### src/design/huffman_code_bit_packer_top_defines.svh
// Assertion macros for the Huffman code bit packer.
`ifndef HUFFMAN_CODE_BIT_PACKER_TOP_DEFINES_SVH
`define HUFFMAN_CODE_BIT_PACKER_TOP_DEFINES_SVH

`ifndef SYNTHESIS
// Clocked check, off while reset is asserted.
`define HCBP_ASSERT(lbl, clk, rst_n, prop, msg) \
  lbl: assert property (@(posedge clk) disable iff (!rst_n) prop) else $error(msg);
// Clocked check that also holds during reset.
`define HCBP_ASSERT_ALWAYS(lbl, clk, prop, msg) \
  lbl: assert property (@(posedge clk) prop) else $error(msg);
`else
`define HCBP_ASSERT(lbl, clk, rst_n, prop, msg)
`define HCBP_ASSERT_ALWAYS(lbl, clk, prop, msg)
`endif

`endif

### src/design/hcbp_pkg.sv
// Package: beat types, operation codes and helpers of the bit packer.
`timescale 1ns / 1ps
package hcbp_pkg;

  // Field widths
  localparam int OP_W   = 2;
  localparam int SYM_W  = 8;
  localparam int LEN_W  = 6;
  localparam int CODE_W = 32;
  localparam int BYTE_W = 8;

  // Longest code the packer will emit; loads saturate to LEN_LIM
  localparam int MAX_CODE_LEN = 32;
  localparam int LEN_LIM      = (MAX_CODE_LEN < CODE_W) ? MAX_CODE_LEN : CODE_W;

  // Table size and decoupling queue depth
  localparam int SYMBOLS_DEF = 256;
  localparam int QUEUE_DEPTH = 4;

  // Operation codes
  localparam logic [OP_W-1:0] OP_LOAD   = 2'd0;
  localparam logic [OP_W-1:0] OP_ENCODE = 2'd1;
  localparam logic [OP_W-1:0] OP_FLUSH  = 2'd2;

  // Input beat
  typedef struct packed {
    logic [OP_W-1:0]   operation;
    logic [SYM_W-1:0]  symbol;
    logic [LEN_W-1:0]  code_len;
    logic [CODE_W-1:0] code_bits;
  } in_t;

  // Result beat
  typedef struct packed {
    logic [BYTE_W-1:0] out_byte;
    logic              last;
  } out_t;

  // Command from front to back: code bits left-aligned, zeros below
  typedef struct packed {
    logic              flush;
    logic [LEN_W-1:0]  len;
    logic [CODE_W-1:0] bits;
  } cmd_t;

  typedef enum logic {
    BK_IDLE,
    BK_RUN
  } back_state_e;

  // Saturate a code length
  function automatic logic [LEN_W-1:0] clamp_len(logic [LEN_W-1:0] len);
    if (int'(len) > LEN_LIM) begin
      return LEN_W'(LEN_LIM);
    end
    return len;
  endfunction

endpackage

### src/design/hcbp_back.sv
// Back end: bit packer with pending byte and output register.
`timescale 1ns / 1ps
module hcbp_back (
  input  logic           clk_i,
  input  logic           rst_ni,
  input  logic           q_empty_i,
  input  hcbp_pkg::cmd_t q_cmd_i,
  output logic           q_pop_o,
  output logic           empty,
  input  logic           pop,
  output hcbp_pkg::out_t result_o
);
  import hcbp_pkg::*;

  localparam int BC_W = $clog2(BYTE_W + 1);

  back_state_e       state_q, state_d;
  logic              flush_q, flush_d;
  logic [LEN_W-1:0]  rem_q, rem_d;
  logic [CODE_W-1:0] bits_q, bits_d;
  logic [BYTE_W-1:0] pend_q, pend_d;
  logic [BC_W-1:0]   bc_q, bc_d;
  logic              out_valid_q, out_valid_d;
  out_t              out_q, out_d;
  logic              slot_free;
  logic              emit;
  out_t              emit_beat;
  logic [BC_W-1:0]   avail;
  logic [BC_W-1:0]   take;

  assign slot_free = !out_valid_q || pop;
  assign avail     = BC_W'(BYTE_W) - bc_q;
  assign take      = (rem_q < LEN_W'(avail)) ? BC_W'(rem_q) : avail;

  // Packer sequencer
  always_comb begin
    state_d   = state_q;
    flush_d   = flush_q;
    rem_d     = rem_q;
    bits_d    = bits_q;
    pend_d    = pend_q;
    bc_d      = bc_q;
    q_pop_o   = 1'b0;
    emit      = 1'b0;
    emit_beat = '{out_byte: pend_q, last: 1'b1};
    case (state_q)
      BK_IDLE: begin
        if (!q_empty_i) begin
          q_pop_o = 1'b1;
          flush_d = q_cmd_i.flush;
          rem_d   = q_cmd_i.len;
          bits_d  = q_cmd_i.bits;
          state_d = BK_RUN;
        end
      end
      BK_RUN: begin
        if (flush_q) begin
          // send pending byte, zero padded, and clear
          if (slot_free) begin
            emit    = 1'b1;
            pend_d  = '0;
            bc_d    = '0;
            state_d = BK_IDLE;
          end
        end else if (bc_q == BC_W'(BYTE_W)) begin
          // a held full byte goes out when more bits follow
          if (slot_free) begin
            emit           = 1'b1;
            emit_beat.last = (rem_q <= LEN_W'(BYTE_W));
            pend_d         = '0;
            bc_d           = '0;
          end
        end else begin
          // merge as many bits as fit into the pending byte
          pend_d = pend_q | (bits_q[CODE_W-1 -: BYTE_W] >> bc_q);
          bits_d = bits_q << take;
          rem_d  = rem_q - LEN_W'(take);
          bc_d   = bc_q + take;
          if (rem_q == LEN_W'(take)) begin
            state_d = BK_IDLE;
          end
        end
      end
      default: begin
        state_d = BK_IDLE;
      end
    endcase
  end

  // Output register
  always_comb begin
    out_valid_d = out_valid_q;
    out_d       = out_q;
    if (emit) begin
      out_valid_d = 1'b1;
      out_d       = emit_beat;
    end else if (pop) begin
      out_valid_d = 1'b0;
    end
  end

  always_ff @(posedge clk_i or negedge rst_ni) begin
    if (!rst_ni) begin
      state_q     <= BK_IDLE;
      pend_q      <= '0;
      bc_q        <= '0;
      out_valid_q <= 1'b0;
    end else begin
      state_q     <= state_d;
      pend_q      <= pend_d;
      bc_q        <= bc_d;
      out_valid_q <= out_valid_d;
    end
  end

  always_ff @(posedge clk_i) begin
    flush_q <= flush_d;
    rem_q   <= rem_d;
    bits_q  <= bits_d;
    out_q   <= out_d;
  end

  assign empty    = !out_valid_q;
  assign result_o = out_q;

endmodule

### config.mk
export PLATFORM = sky130hd
export DESIGN_NAME = hcbp_back
export DESIGN_NICKNAME = d
export VERILOG_FILES = /design/src/design/huffman_code_bit_packer_top_defines.svh /design/src/design/hcbp_pkg.sv /design/src/design/hcbp_back.sv
export SDC_FILE = /design/constraint.sdc
export NUM_CORES = 1
export LEC_CHECK = 0
export BUFFER_PORTS_ARGS = -buffer_cell sky130_fd_sc_hd__buf_2
export CAP_MARGIN = 20
export CORE_UTILIZATION = 40
export CTS_BUF_LIST = sky130_fd_sc_hd__clkbuf_4 sky130_fd_sc_hd__clkbuf_8
export DETAILED_ROUTE_END_ITERATION = 16
export GPL_ROUTABILITY_DRIVEN = 0
export PLACE_DENSITY = 0.56
export SLEW_MARGIN = 20
export SYNTH_ARGS = -nofsm -noshare
export SYNTH_HDL_FRONTEND = slang
export SYNTH_SLANG_ARGS = --single-unit
### constraint.sdc
create_clock -name clk_i -period 5.6 [get_ports clk_i]
set_input_delay 1.12 -clock clk_i [delete_from_list [all_inputs] [get_ports clk_i]]
set_output_delay 1.12 -clock clk_i [all_outputs]
set_load 0.03 [all_outputs]
==> qor.csv <==
metric;value;unit
worst_pin_slew;0.797;ns
arrival;5.01;ns
synthTopCellsByCount;51 x nand2_1, 48 x edfxtp_1, 42 x mux2i_1;
wl_per_cell;18.5;um
min_to;result_o[4]$_DFFE_PP_;
ys_ff_latch;62;
antenna_found_initial;0;
dr_total_vias;3910;
drc;0;
synth_area;4460;sq um
synth_xor_area_share;0.786;%
cp.required;5.70;ns
hpwl;8.77;mm
rr_endpoint;rem_q[4]$_DFFE_PP_;
tns;0;ns
crit_path_end_kind;flop;
syn_inst;468;
hp-class;reg -> reg;
cts_max_level;3;
drt-total-wl;12.1;mm
clock-skew-final;0.0205;ns
start_kind;flop;
dieArea;11600;sq um
grt_max_degree;42;
cap_violations;0;
grt_remaining_overflow;0;
synthToLayoutAreaGrowth;11.8;%
grt_first_pass_wirelength;19.7;mm
fin_crit_sh;87.7;%
yosysTopAreaCell;edfxtp_1;
core-area;10800;sq um
die_w;108;um
grt_pass1_vias;3874;
cts_buffer_depth;2;
final_nets;561;
drive_above_1_share;18.5;%
cts_buffers;9;
port_buffers;53;
slew_headroom;46.9;%
holdCritStartpoint;pend_q[3]$_DFFE_PN0P_;
cts_root_buf;clkbuf_8;
syn-num-nets;521;
drt_pass1_iterations;5;
status;completed;
synth.most_common_cell;nand2_1;
die_h;108;um
synthMuxAreaShare;11.5;%
synth_top_area_share;32.3;%
synth-edff-count;48;
ioPinCount;54;
yosys.area_share.simple;14.6;%
cts.sinks;62;
slew_viol_final;0;
hold_violations;0;
rr_startpoint;bc_q[0]$_DFFE_PN0P_;
viasPerCell;5.99;
grtUsageTotal;22.7;%
layout_min_cycle_time;4.91;ns
ys_types;62;
async_flop_share;22.6;%
rsz0062_at_grt;false;
holdPathStages;0;
place_ws;0.742;ns
holdWs;0.453;ns
ff2ff_setup_slack;0.69;ns
start_util;41.1;%
rows;38;
cts.hold.buffers_added;0;
max_freq;0.204;GHz
cts_tree;done;
clkLatencyLatePin;0.38;ns
yosys_warnings;0;
worstSetupPathType;reg -> reg;
setup_viol;0;
reg2regPathDepth;17;
synth_top_family_by_area;compound AO/OA/AOI/OAI gates;
synth.avg_cell_area;9.53;sq um
drtIter0Drc;261;
path_clk_slew;0.09;ns
synth_compound_area_share;23.7;%
postRouteAntennaNets;0;
seq_area_frac_synth;40.2;%
netlist_top_cells_area;edfxtp_1 32%, mux2i_1 9.4%, dfrtp_1 7.9%;
antenna_cells;0;
post_cts_buffers;0;
yosys.area_share.adder;3.45;%
ctsResizeCount;0;
crit_path_max_fanout;24;
timing.final.ws_setup;0.691;ns
synth_flop_cell;edfxtp_1;
-- cells in the final DEF (no fill, tap or decap), types with 12 or more instances in the layout --
master    count
nor3_1       12
dfrtp_1      14
nand2_1      51
o221ai_1     12
a21oi_1      23
a22oi_1      33
inv_1        25
edfxtp_1     48
nand3_1      12
a31oi_1      12
buf_2        53
mux2i_1      42
a211oi_1     17
nor2_1       30
o21ai_0      12
-- through the flow --
stage          std cells  instance area [sq um]  util (%)
6_report             653                   4980      46.0
5_1_grt              653                   4980      46.0
4_1_cts              653                   4980      46.0
3_5_place_dp         637                   4780      44.1
3_3_place_gp         637                   4780      44.1
2_1_floorplan        468                   4460         -
-- sequential cells by signal, indices dropped and copies added (netlist names) --
register,count
rem_q,6
bc_q,4
bits_q,32
out_valid_q,1
pend_q,8
state_q,1
flush_q,1
result_o,9
-- metal layers --
layer  share of wire [%]  vias up  track usage, %
met5                   0        -               0
met4                 2.4        0            9.98
met3                 4.2       19            5.02
met2                  49      128            37.6
met1                  45     1876            28.2
li1                    -     1887               -
-- worst max-delay path: stages (launching register included) --
cell and delay, ns:
dfrtp_1 0.75, inv_1 0.20, ha_1 0.25, xor2_1 0.35, ha_1 0.32, a21oi_1 0.17, o21ai_0 0.21, o211ai_1 0.19
and3_1 0.69, inv_4 0.33, ha_1 0.31, inv_1 0.07, ha_1 0.17, nand2b_1 0.16, a21o_1 0.12, a31oi_1 0.09
xnor2_1 0.14, a21oi_1 0.09
-- worst max path at each step --
| stage | start | end | slack [ns] | cells past startpoint |
|---|---|---|---|---|
| finish | bc_q[0]$_DFFE_PN0P_ | rem_q[4]$_DFFE_PP_ | 0.69 | 17 |
| global route | bc_q[0]$_DFFE_PN0P_ | rem_q[4]$_DFFE_PP_ | 0.25 | 17 |
| CTS | bc_q[0]$_DFFE_PN0P_ | rem_q[4]$_DFFE_PP_ | 0.72 | 17 |
| detailed placement | bc_q[0]$_DFFE_PN0P_ | rem_q[4]$_DFFE_PP_ | 0.74 | 17 |
| global placement | bc_q[0]$_DFFE_PN0P_ | rem_q[4]$_DFFE_PP_ | 0.97 | 17 |
| floorplan | bc_q[1]$_DFFE_PN0P_ | rem_q[4]$_DFFE_PP_ | 1.50 | 20 |
-- cells by family (layout without fill, tap and decap cells) --
kind of cell	after synthesis	after routing
AOI/OAI and AO/OA	148	148
xor gates and xnor gates	4	4
adders and majority gates	12	12
buffers and inverters	57	102
DFF	62	62
muxes	48	48
and+or+nand+nor	137	137
-- final cells by class --
class                   instances  area, sq um
clock buffers                  10          138
clock inverters                 6         61.3
fillers                      1056         5860
inverters                      29          114
multi-input cells             349         2410
flip-flops and latches         62         1790
well taps                     140          175
repair buffers                 57          295
Power is left out: the tool's default activity adds up to more than one toggle a clock period on the data nets, which glitch-free logic cannot reach.
