--- src/design/huffman_code_bit_packer_top_defines.svh ---
// Assertion macros for the Huffman code bit packer.
`ifndef HUFFMAN_CODE_BIT_PACKER_TOP_DEFINES_SVH
`define HUFFMAN_CODE_BIT_PACKER_TOP_DEFINES_SVH

`ifndef SYNTHESIS
// Clocked check, off while reset is asserted.
`define HCBP_ASSERT(lbl, clk, rst_n, prop, msg) \
  lbl: assert property (@(posedge clk) disable iff (!rst_n) prop) else $error(msg);
// Clocked check that also holds during reset.
`define HCBP_ASSERT_ALWAYS(lbl, clk, prop, msg) \
  lbl: assert property (@(posedge clk) prop) else $error(msg);
`else
`define HCBP_ASSERT(lbl, clk, rst_n, prop, msg)
`define HCBP_ASSERT_ALWAYS(lbl, clk, prop, msg)
`endif

`endif

--- src/design/hcbp_pkg.sv ---
// Package: beat types, operation codes and helpers of the bit packer.
`timescale 1ns / 1ps
package hcbp_pkg;

  // Field widths
  localparam int OP_W   = 2;
  localparam int SYM_W  = 8;
  localparam int LEN_W  = 6;
  localparam int CODE_W = 32;
  localparam int BYTE_W = 8;

  // Longest code the packer will emit; loads saturate to LEN_LIM
  localparam int MAX_CODE_LEN = 32;
  localparam int LEN_LIM      = (MAX_CODE_LEN < CODE_W) ? MAX_CODE_LEN : CODE_W;

  // Table size and decoupling queue depth
  localparam int SYMBOLS_DEF = 256;
  localparam int QUEUE_DEPTH = 4;

  // Operation codes
  localparam logic [OP_W-1:0] OP_LOAD   = 2'd0;
  localparam logic [OP_W-1:0] OP_ENCODE = 2'd1;
  localparam logic [OP_W-1:0] OP_FLUSH  = 2'd2;

  // Input beat
  typedef struct packed {
    logic [OP_W-1:0]   operation;
    logic [SYM_W-1:0]  symbol;
    logic [LEN_W-1:0]  code_len;
    logic [CODE_W-1:0] code_bits;
  } in_t;

  // Result beat
  typedef struct packed {
    logic [BYTE_W-1:0] out_byte;
    logic              last;
  } out_t;

  // Command from front to back: code bits left-aligned, zeros below
  typedef struct packed {
    logic              flush;
    logic [LEN_W-1:0]  len;
    logic [CODE_W-1:0] bits;
  } cmd_t;

  typedef enum logic {
    BK_IDLE,
    BK_RUN
  } back_state_e;

  // Saturate a code length
  function automatic logic [LEN_W-1:0] clamp_len(logic [LEN_W-1:0] len);
    if (int'(len) > LEN_LIM) begin
      return LEN_W'(LEN_LIM);
    end
    return len;
  endfunction

endpackage

--- src/design/hcbp_queue.sv ---
// Short command queue between front end and packer.
`timescale 1ns / 1ps
module hcbp_queue #(
  parameter int DEPTH = hcbp_pkg::QUEUE_DEPTH
) (
  input  logic           clk_i,
  input  logic           rst_ni,
  input  logic           push_i,
  input  hcbp_pkg::cmd_t data_i,
  output logic           full_o,
  input  logic           pop_i,
  output logic           empty_o,
  output hcbp_pkg::cmd_t data_o
);
  import hcbp_pkg::*;

  localparam int PTR_W = (DEPTH > 1) ? $clog2(DEPTH) : 1;
  localparam int CNT_W = $clog2(DEPTH + 1);

  cmd_t             slots_q [DEPTH];
  logic [PTR_W-1:0] wr_q, wr_d, rd_q, rd_d;
  logic [CNT_W-1:0] cnt_q, cnt_d;
  logic             do_push, do_pop;

  assign full_o  = (cnt_q == CNT_W'(DEPTH));
  assign empty_o = (cnt_q == '0);
  assign do_push = push_i && !full_o;
  assign do_pop  = pop_i && !empty_o;
  assign data_o  = slots_q[rd_q];

  // Pointer and count update
  always_comb begin
    wr_d  = wr_q;
    rd_d  = rd_q;
    cnt_d = cnt_q;
    if (do_push) begin
      wr_d = (wr_q == PTR_W'(DEPTH - 1)) ? '0 : wr_q + 1'b1;
    end
    if (do_pop) begin
      rd_d = (rd_q == PTR_W'(DEPTH - 1)) ? '0 : rd_q + 1'b1;
    end
    if (do_push && !do_pop) begin
      cnt_d = cnt_q + 1'b1;
    end else if (do_pop && !do_push) begin
      cnt_d = cnt_q - 1'b1;
    end
  end

  always_ff @(posedge clk_i or negedge rst_ni) begin
    if (!rst_ni) begin
      wr_q  <= '0;
      rd_q  <= '0;
      cnt_q <= '0;
    end else begin
      wr_q  <= wr_d;
      rd_q  <= rd_d;
      cnt_q <= cnt_d;
    end
  end

  // Slot storage
  always_ff @(posedge clk_i) begin
    if (do_push) begin
      slots_q[wr_q] <= data_i;
    end
  end

endmodule

--- config.mk ---
export PLATFORM = sky130hd
export DESIGN_NAME = hcbp_queue
export DESIGN_NICKNAME = d
export VERILOG_FILES = /design/src/design/huffman_code_bit_packer_top_defines.svh /design/src/design/hcbp_pkg.sv /design/src/design/hcbp_queue.sv
export SDC_FILE = /design/constraint.sdc
export NUM_CORES = 1
export LEC_CHECK = 0
export ABC_AREA = 1
export BUFFER_PORTS_ARGS = -buffer_cell sky130_fd_sc_hd__buf_2
export CAP_MARGIN = 20
export CORE_AREA = 2 2 142 144
export CTS_BUF_LIST = sky130_fd_sc_hd__clkbuf_2
export CTS_CLUSTER_DIAMETER = 40
export DETAILED_ROUTE_END_ITERATION = 16
export DIE_AREA = 0 0 144 146
export GPL_TIMING_DRIVEN = 0
export PLACE_DENSITY_LB_ADDON = 0.2
export SYNTH_ARGS = -nofsm -noshare
export SYNTH_HDL_FRONTEND = slang
export SYNTH_SLANG_ARGS = --single-unit
--- constraint.sdc ---
create_clock -name clk_i -period 4.5 [get_ports clk_i]
set_input_delay 0.45 -clock clk_i [delete_from_list [all_inputs] [get_ports clk_i]]
set_output_delay 0.45 -clock clk_i [all_outputs]
set_load 0.02 [all_outputs]
==> results of run 1 <==
[cells in the final DEF (no fill, tap or decap), types with 4 or more instances in the layout]
| master | synthesis | routed |
|---|---|---|
| buf_2 | 8 | 91 |
| o211ai_2 | 8 | 8 |
| clkbuf_2 | 0 | 19 |
| ha_1 | 6 | 6 |
| nand2_1 | 132 | 132 |
| dfrtp_1 | 7 | 7 |
| dlygate4sd3_1 | 0 | 44 |
| edfxtp_1 | 156 | 156 |
| buf_12 | 0 | 4 |
| buf_6 | 14 | 14 |
| clkinv_4 | 0 | 4 |
| o211ai_1 | 70 | 70 |
| nand3_1 | 7 | 7 |
| nor2_4 | 0 | 4 |
| inv_1 | 93 | 93 |
[state kept, by name (all words and copies together) (netlist names)]
signal	count
cnt_q	3
rd_q	2
slots_q	156
wr_q	2
[per-stage QoR]
| stage | hold WS, ns | TNS (ns) | cells | setup slack, ns |
|---|---|---|---|---|
| 2_1_floorplan | 0.154 | 0 | 517 | 1.69 |
| 3_5_place_dp | 0.299 | 0 | 869 | 2.24 |
| 4_1_cts | 0.403 | 0 | 945 | 1.68 |
| 3_3_place_gp | 0.291 | -0.0411 | 865 | -0.00353 |
| 5_1_grt | 0.386 | 0 | 945 | 1.55 |
| 6_report | 0.483 | 0 | 945 | 1.80 |
[power groups by stage]
| stage | registers [mW] | logic, mW | clock network (mW) |
|---|---|---|---|
| finish | 2.07 | 2.25 | 0.753 |
| global placement | 2.13 | 2.18 | 0 |
| global route | 2.10 | 2.47 | 0.840 |
| detailed placement | 2.11 | 2.27 | 0 |
| CTS | 2.07 | 2.31 | 0.776 |
| floorplan | 2.11 | 1.45 | 0 |
[critical path: stages (launching register included)]
cell and delay (ns):
dfrtp_1 0.40, buf_2 0.17, clkbuf_1 0.47, o211ai_1 0.18
nand2_1 0.15, buf_2 0.18
[final cells by class]
type	count	area, um2	area share [%]
Multi-Input combinational cell	233	1320	16.0
Timing Repair Buffer	131	936	11.3
Buffer	27	235	2.84
Inverter	94	353	4.27
Tap cell	265	332	4.01
Clock inverter	13	136	1.65
Clock buffer	19	95.1	1.15
Sequential cell	163	4860	58.8
[cell families after synthesis]
logic type / count (synthesis) / synth area share [%]
buffers and inverters: 121 / 8.72
AND/OR/NAND/NOR: 146 / 8.30
flip-flops: 163 / 72.1
AO/OA/AOI/OAI: 79 / 9.35
XOR/XNOR: 1 / 0.130
adder cells (fa/ha/maj): 7 / 1.41
[layer usage]
layer | GRT usage, % | up-vias | part of all wire, %
met5 | 0 | - | 0
met2 | 24.8 | 82 | 50
met3 | 3.39 | 8 | 3.7
met1 | 19.1 | 2026 | 46
li1 | - | 2085 | -
met4 | 4.41 | 0 | 0.82
[final timing paths]
check / to / slack (ns) / from
worst max-delay path: data_o[33] / 1.80 / rd_q[1]
worst min-delay path: slots_q[1][28] / 0.48 / data_i[28]
worst max register to register: slots_q[2][1] / 2.21 / cnt_q[0]
worst min register to register: cnt_q[2] / 0.54 / cnt_q[2]
max in group asynchronous: rd_q[0] / 3.08 / rst_ni
min in group asynchronous: cnt_q[2] / 0.58 / rst_ni
[what timing repair did]
| item | 4_1_cts | 5_1_grt |
|---|---|---|
| setup endpoints to repair | 0 | 0 |
| hold buffers | 44 | 0 |
| endpoints found under the hold margin | 167 | 0 |
==> impl_summary.md, run 1 <==
Critical path
The data arrival time at the worst-slack endpoint is 2.25 ns. STA classifies the critical path endpoint as an output port. The startpoint type of the worst setup path is a flop.

Along the worst path, the maximum fanout reaches 10. The number of cells on the worst reg-to-reg path is 5. The worst setup path is of the reg -> out kind. At the worst endpoint, the required time is 4.05 ns.

Synthesis
The cell with the most instances after synthesis is edfxtp_1. Synthesis produced a netlist with a net count of 567. The synthesized area is 0.00674 mm2. The predominant post-synthesis flop cell is edfxtp_1. Synthesis produced 517 cells. Sorting the synthesized cells by area gives the leading types as edfxtp_1, o211ai_1, nand2_1, inv_1, dfrtp_1. For this run, the number of Yosys warnings is 0.

Of the synthesized area, sequential elements account for 72.1%. In this run, synthesis inferred 156 flip-flops with an integrated enable. After synthesis, the netlist uses 19 different library cells.

The share of the synthesized area in the top cell type is 69.5%. The average instance area after synthesis is 13.0 um2. The commonest cells after synthesis are edfxtp_1, nand2_1, inv_1, o211ai_1, buf_6.

The leading area contributor after synthesis is edfxtp_1. For this run, asynchronously set or reset flops after synthesis account for 4.29%. The total of flip-flops plus latches after synthesis is 163.

Power and ir drop
The part of the total power dissipated in combinational logic is 44.3%. Cell internal power was estimated by the tool at 3.01 mW. Overall power consumption after layout is estimated at 5.07 mW.

Power spread over the standard cell area amounts to 613 mW/mm2. Net switching is 40.7% of the power. The share of power burned in registers is 40.9%. The maximum vdd ir drop is 0.330 mV. In this run, the clock network consumes 14.8% of the power. The switching power of the nets is 2.06 mW. The standby leakage power is 3.35 nW.

Layout
The post-route cell area is 0.00827 mm2. Of the cells placed in the final design, the portion with a size suffix greater than 1 is 22.8%. The filler cell count in the final layout is 1,803. The area growth from synthesis to layout is 22.7%. The utilization after layout is 42.8%. For this run, the post-layout net count is 717.

The number of antenna diodes in the final layout is 0.

STA
Setup repair after global routing left no endpoint under its margin. At the pin with the least slew margin, the transition time is 0.803 ns. Headroom to the max-slew limit came out at 46.4%. The max-slew violation count came to 0. The shortest clock period the worst path allows after layout is 2.70 ns. The count of endpoints failing hold in the final timing report is 0. The final critical path takes up 60.0% of the cycle.

For the final database, setup skew stands at 0.0355 ns. Derived from the worst setup path, the maximum achievable clock frequency is 0.371 GHz. The count of final setup violators is 0.

Detailed routing
The total via count in the routed design is 4,201. The number of detailed-route iterations in the first pass is 4. After detailed routing, the number of remaining DRC violations is 0.

The post-detailed-route count of antenna-violating nets is 0. The DRC marker count from the first detailed-route iteration is 193. The via density per instance is 4.45. In the final routed layout, each cell accounts on average for 15.8 um. After detailed routing, the total wire length is 15,000 um.

Global routing
The via count of the first global-routing pass is 4,292. Global routing consumed, over all layers together, 14.8% of the routing resources. Entering global routing, the biggest net connects 26 pins. The number of antenna violations at the first check in global routing came to 0. The first global-routing pass estimated 23,000 um of wire. Global routing finished with a remaining overflow of 0.

Floorplan
The height of the die is 146 um. The core box area is 0.0193 mm2. The number of ports placed on the die boundary is 84. The initial standard-cell utilization of the core is 34.9%. The width of the die is 144 um. The floorplan step defined a die boundary enclosing 0.0210 mm2. The floorplan has 51 rows.

Run status
The flow ran to the end, and the final reports show no timing, DRC or antenna violations.

Clocking
CTS placed an instance of clkbuf_2 at the clock tree root. The worst-skew pair later-pin latency is 0.69 ns. The CTS tree is yes. Buffers inserted during clock tree synthesis total 17.

After clock tree synthesis, the repair step resized 0 gates. The clock passes through at most 2 buffers. The H-tree generated during clock tree synthesis spans 4 levels. Clock-pin slew was measured on the worst setup and hold paths at 0.23 ns. The number of buffers inserted to repair setup after CTS is 0.

The clock drives 163 sinks.

Place
Once detailed placement completed, the half-perimeter wirelength came to 9300 um. The placed instances occupy a cell area of 0.00760 mm2. The final weighted congestion of routability-driven global placement is 0.696. Port buffering added 83 buffers.

Job
Max-cap violations in this run came to 0.

Worst hold path
Along the worst hold path, the cell count comes to 2. The kind of path behind the tightest hold check is in -> reg.
No activity file was read; power rests on OpenSTA's default activity.
==> inputs of run 2 (changes only) <==
==> constraint.sdc (replaced) <==
create_clock -name clk_i -period 2.28 [get_ports clk_i]
set_input_delay 0.228 -clock clk_i [delete_from_list [all_inputs] [get_ports clk_i]]
set_output_delay 0.228 -clock clk_i [all_outputs]
set_load 0.02 [all_outputs]
==> impl_summary.md, run 2 (synthesized netlist as in run 1, its figures left out) <==
Floorplan
The number of ports placed on the die boundary is 84. The core box area is 0.0193 mm2. The initial standard-cell utilization of the core is 34.9%. The die covers 0.0210 mm2. The number of cell rows is 51.

From bottom edge to top edge, the die measures 146 um. In this run the horizontal extent of the chip is 144 um.

Layout
The area of combinational cells with multiple inputs is 0.00134 mm2. The final net count is 725. The number of flip-flops in the largest register is 156. The layout has 1,772 filler cells. Registers take 0.00486 mm2. The fraction of final layout cells with drive strength greater than 1 is 24.9%. The top cell types in the final layout, fill and taps aside, are edfxtp_1, nand2_1, inv_1, o211ai_1, buf_2. The final instance count without filler cells is 953. Counting flops per register, the top entry is slots_q. The total inserted antenna cells is 0. The largest registers in the layout are slots_q: 156 flops, cnt_q: 3 flops. The most frequent standard cell in the layout excluding fill and tap cells is edfxtp_1. The post-synthesis to final-layout area growth is 28.5%.

Detailed routing
The DRC marker count from the first detailed-route iteration is 178. The number of detailed-route iterations in the first pass is 4. The final routed wirelength across all metal layers is 15,400 um. The final route contains 4,262 vias.

Using the TritonRoute via totals, the vias-per-cell ratio works out to 4.47. The number of design rule violations left after detail routing is 0. The average wire per standard cell is 16.1 um.

Once detail routing completed, the nets flagged for antenna violations numbered 0.

Clocking
In this run the number of H-tree levels came out at 4. The clock transition at the register clock pins on the worst setup and hold paths after CTS is 0.24 ns. The number of clock sinks seen by CTS is 163. The clock reaches the later pin of the worst-skew pair after 0.70 ns. The number of buffers on the longest clock path is 2. The clock root buffer is clkbuf_2. The CTS tree is yes. The number of buffers created by CTS is 17.

Critical path
The kind of capture point of the worst setup path is an output port. On the critical path, the stage with the largest delay is an instance of dfrtp_1. The largest incremental delay on the critical path is 0.45 ns. The data arrival time at the worst-slack endpoint is 2.06 ns. The worst setup path is launched from a flop. The internal reg-to-reg setup slack is 0.15 ns. Data on the critical path is required at its endpoint by 2.05 ns. The setup path with the least slack is of type reg -> out.

Among the stages of the critical path, the cell type that occurs most often is buf_6. The maximum fanout along the worst path is 10. The critical path goes through buf_6 -> clkbuf_16 -> buf_8 -> o211ai_1 -> nand2_1 -> buf_6.

STA
For the pin with the worst max-slew slack, the measured transition is 0.751 ns. The normalized max-slew margin is 49.9%. Setup slack on the critical path of the routed design comes to -0.0114 ns. Clock skew on the completed layout was measured at 0.0484 ns. Setup repair after global routing could not meet its margin everywhere. Setup violations remaining at the end of the flow were counted as 2.

The achievable clock frequency is 0.436 GHz. The worst path uses 100% of the clock period. Subtracting the final worst setup slack from the clock period gives 2.29 ns. The count of endpoints failing hold in the final timing report is 0. The max-slew violation count is 0.

Global routing
The wire length of the first global-routing pass is 23,500 um. The via count of the first global-routing pass is 4,309. The number of antenna violations at the first check in global routing came to 0. The remaining global-route overflow is 0. The overall fraction of global-route tracks in use is 15.2%. The maximum number of pins on one net before global-route repair is 26.

Power and ir drop
The maximum vdd ir drop is 0.759 mV. In this run the power density over the cells is 1270 mW/mm2. Overall power consumption after layout is estimated at 11.0 mW.

The switching power of the nets is 4.29 mW. The share of total power dissipated in sequential elements is 37.2%. Of the total power, the share spent switching nets is 38.9%. In this run, the combinational gates consume 49.3% of the power. For this design the static power due to leakage is 3.51 nW. The clock share of power is 13.5%. The cell-internal power is 6.72 mW.

Place
Prior to clock tree synthesis, the placed netlist has a worst setup slack of 0.0173 ns. Routability-driven placement finished with a final weighted congestion of 0.696. The post-placement cell count is 869.

The final HPWL from detailed placement is 9300 um. During placement, the flow inserted port buffers numbering 83.

Job
Max-cap violations in this run came to 0.

Worst hold path
The min-delay analysis places its worst path in the category in -> reg.

Run status
The run finished, with violations left. The final reports fail on negative setup slack.
run 2: cell types whose count changed in the layout (fill, tap and decap cells not counted), sizes merged:
| cell | before | now |
|---|---|---|
| nor2 | 6 | 7 |
| buf | 112 | 119 |
| dlygate4sd3 | 44 | 43 |
| clkbuf | 21 | 22 |
run 2: routing by layer:
layer	global-route usage (%)	part of all wire (%)	up-vias
met2	25.6	50	91
li1	-	-	2102
met5	0	0	-
met4	4.41	0.73	0
met3	3.39	3.9	6
met1	19.5	45	2063
run 2: cell type report:
| class | instances | share of cell area (%) |
|---|---|---|
| Timing Repair Buffer | 138 | 14.0 |
| Tap cell | 265 | 3.83 |
| Sequential cell | 163 | 56.1 |
| Multi-Input combinational cell | 234 | 15.5 |
| Inverter | 94 | 4.07 |
| Clock buffer | 19 | 1.10 |
| Clock inverter | 13 | 1.57 |
| Buffer | 27 | 3.80 |
run 2: final timing paths:
kind	from	endpoint	cells after the start
max	rd_q[0]	data_o[33]	6
max in group asynchronous	rst_ni	cnt_q[1]	3
max reg2reg	cnt_q[0]	cnt_q[1]	9
min in group asynchronous	rst_ni	cnt_q[0]	3
min	data_i[28]	slots_q[1][28]	2
min reg2reg	cnt_q[2]	cnt_q[2]	2
run 2: worst max-delay path, delay by kind of cell (launching register included):
family / cells / cell delay, ns
simple gates: 1 / 0.13
flops: 1 / 0.45
compound gates: 1 / 0.16
buf+inv: 4 / 0.60
run 2: stage by stage:
step	TNS, ns	hold slack (ns)	instance area, um2	utilization (%)
2_1_floorplan	-81.98	-0.0676	6740	-
4_1_cts	-0.844	0.181	8590	44.4
5_1_grt	-4.92	0.163	8660	44.8
3_3_place_gp	-341.13	0.0693	7490	38.7
6_report	-0.0196	0.263	8660	44.8
3_5_place_dp	0	0.0770	7600	39.3
run 2: power by group through the flow:
| stage | sequential [mW] | clock [mW] | combinational (mW) |
|---|---|---|---|
| after floorplan | 4.16 | 0 | 2.86 |
| after global placement | 4.21 | 0 | 4.31 |
| after detailed placement | 4.17 | 0 | 4.49 |
| after CTS | 4.09 | 1.53 | 5.38 |
| after global routing | 4.15 | 1.66 | 5.88 |
| final | 4.09 | 1.49 | 5.43 |
run 2: repair_timing:
item / 4_1_cts / 5_1_grt
hold buffers: 43 / 0
buffers inserted: 6 / 0
gates resized for setup: 75 / 14
setup endpoints to repair: 58 / 39
pin swaps: 47 / 37
cloned: 2 / 1
hold endpoints to repair: 168 / 0
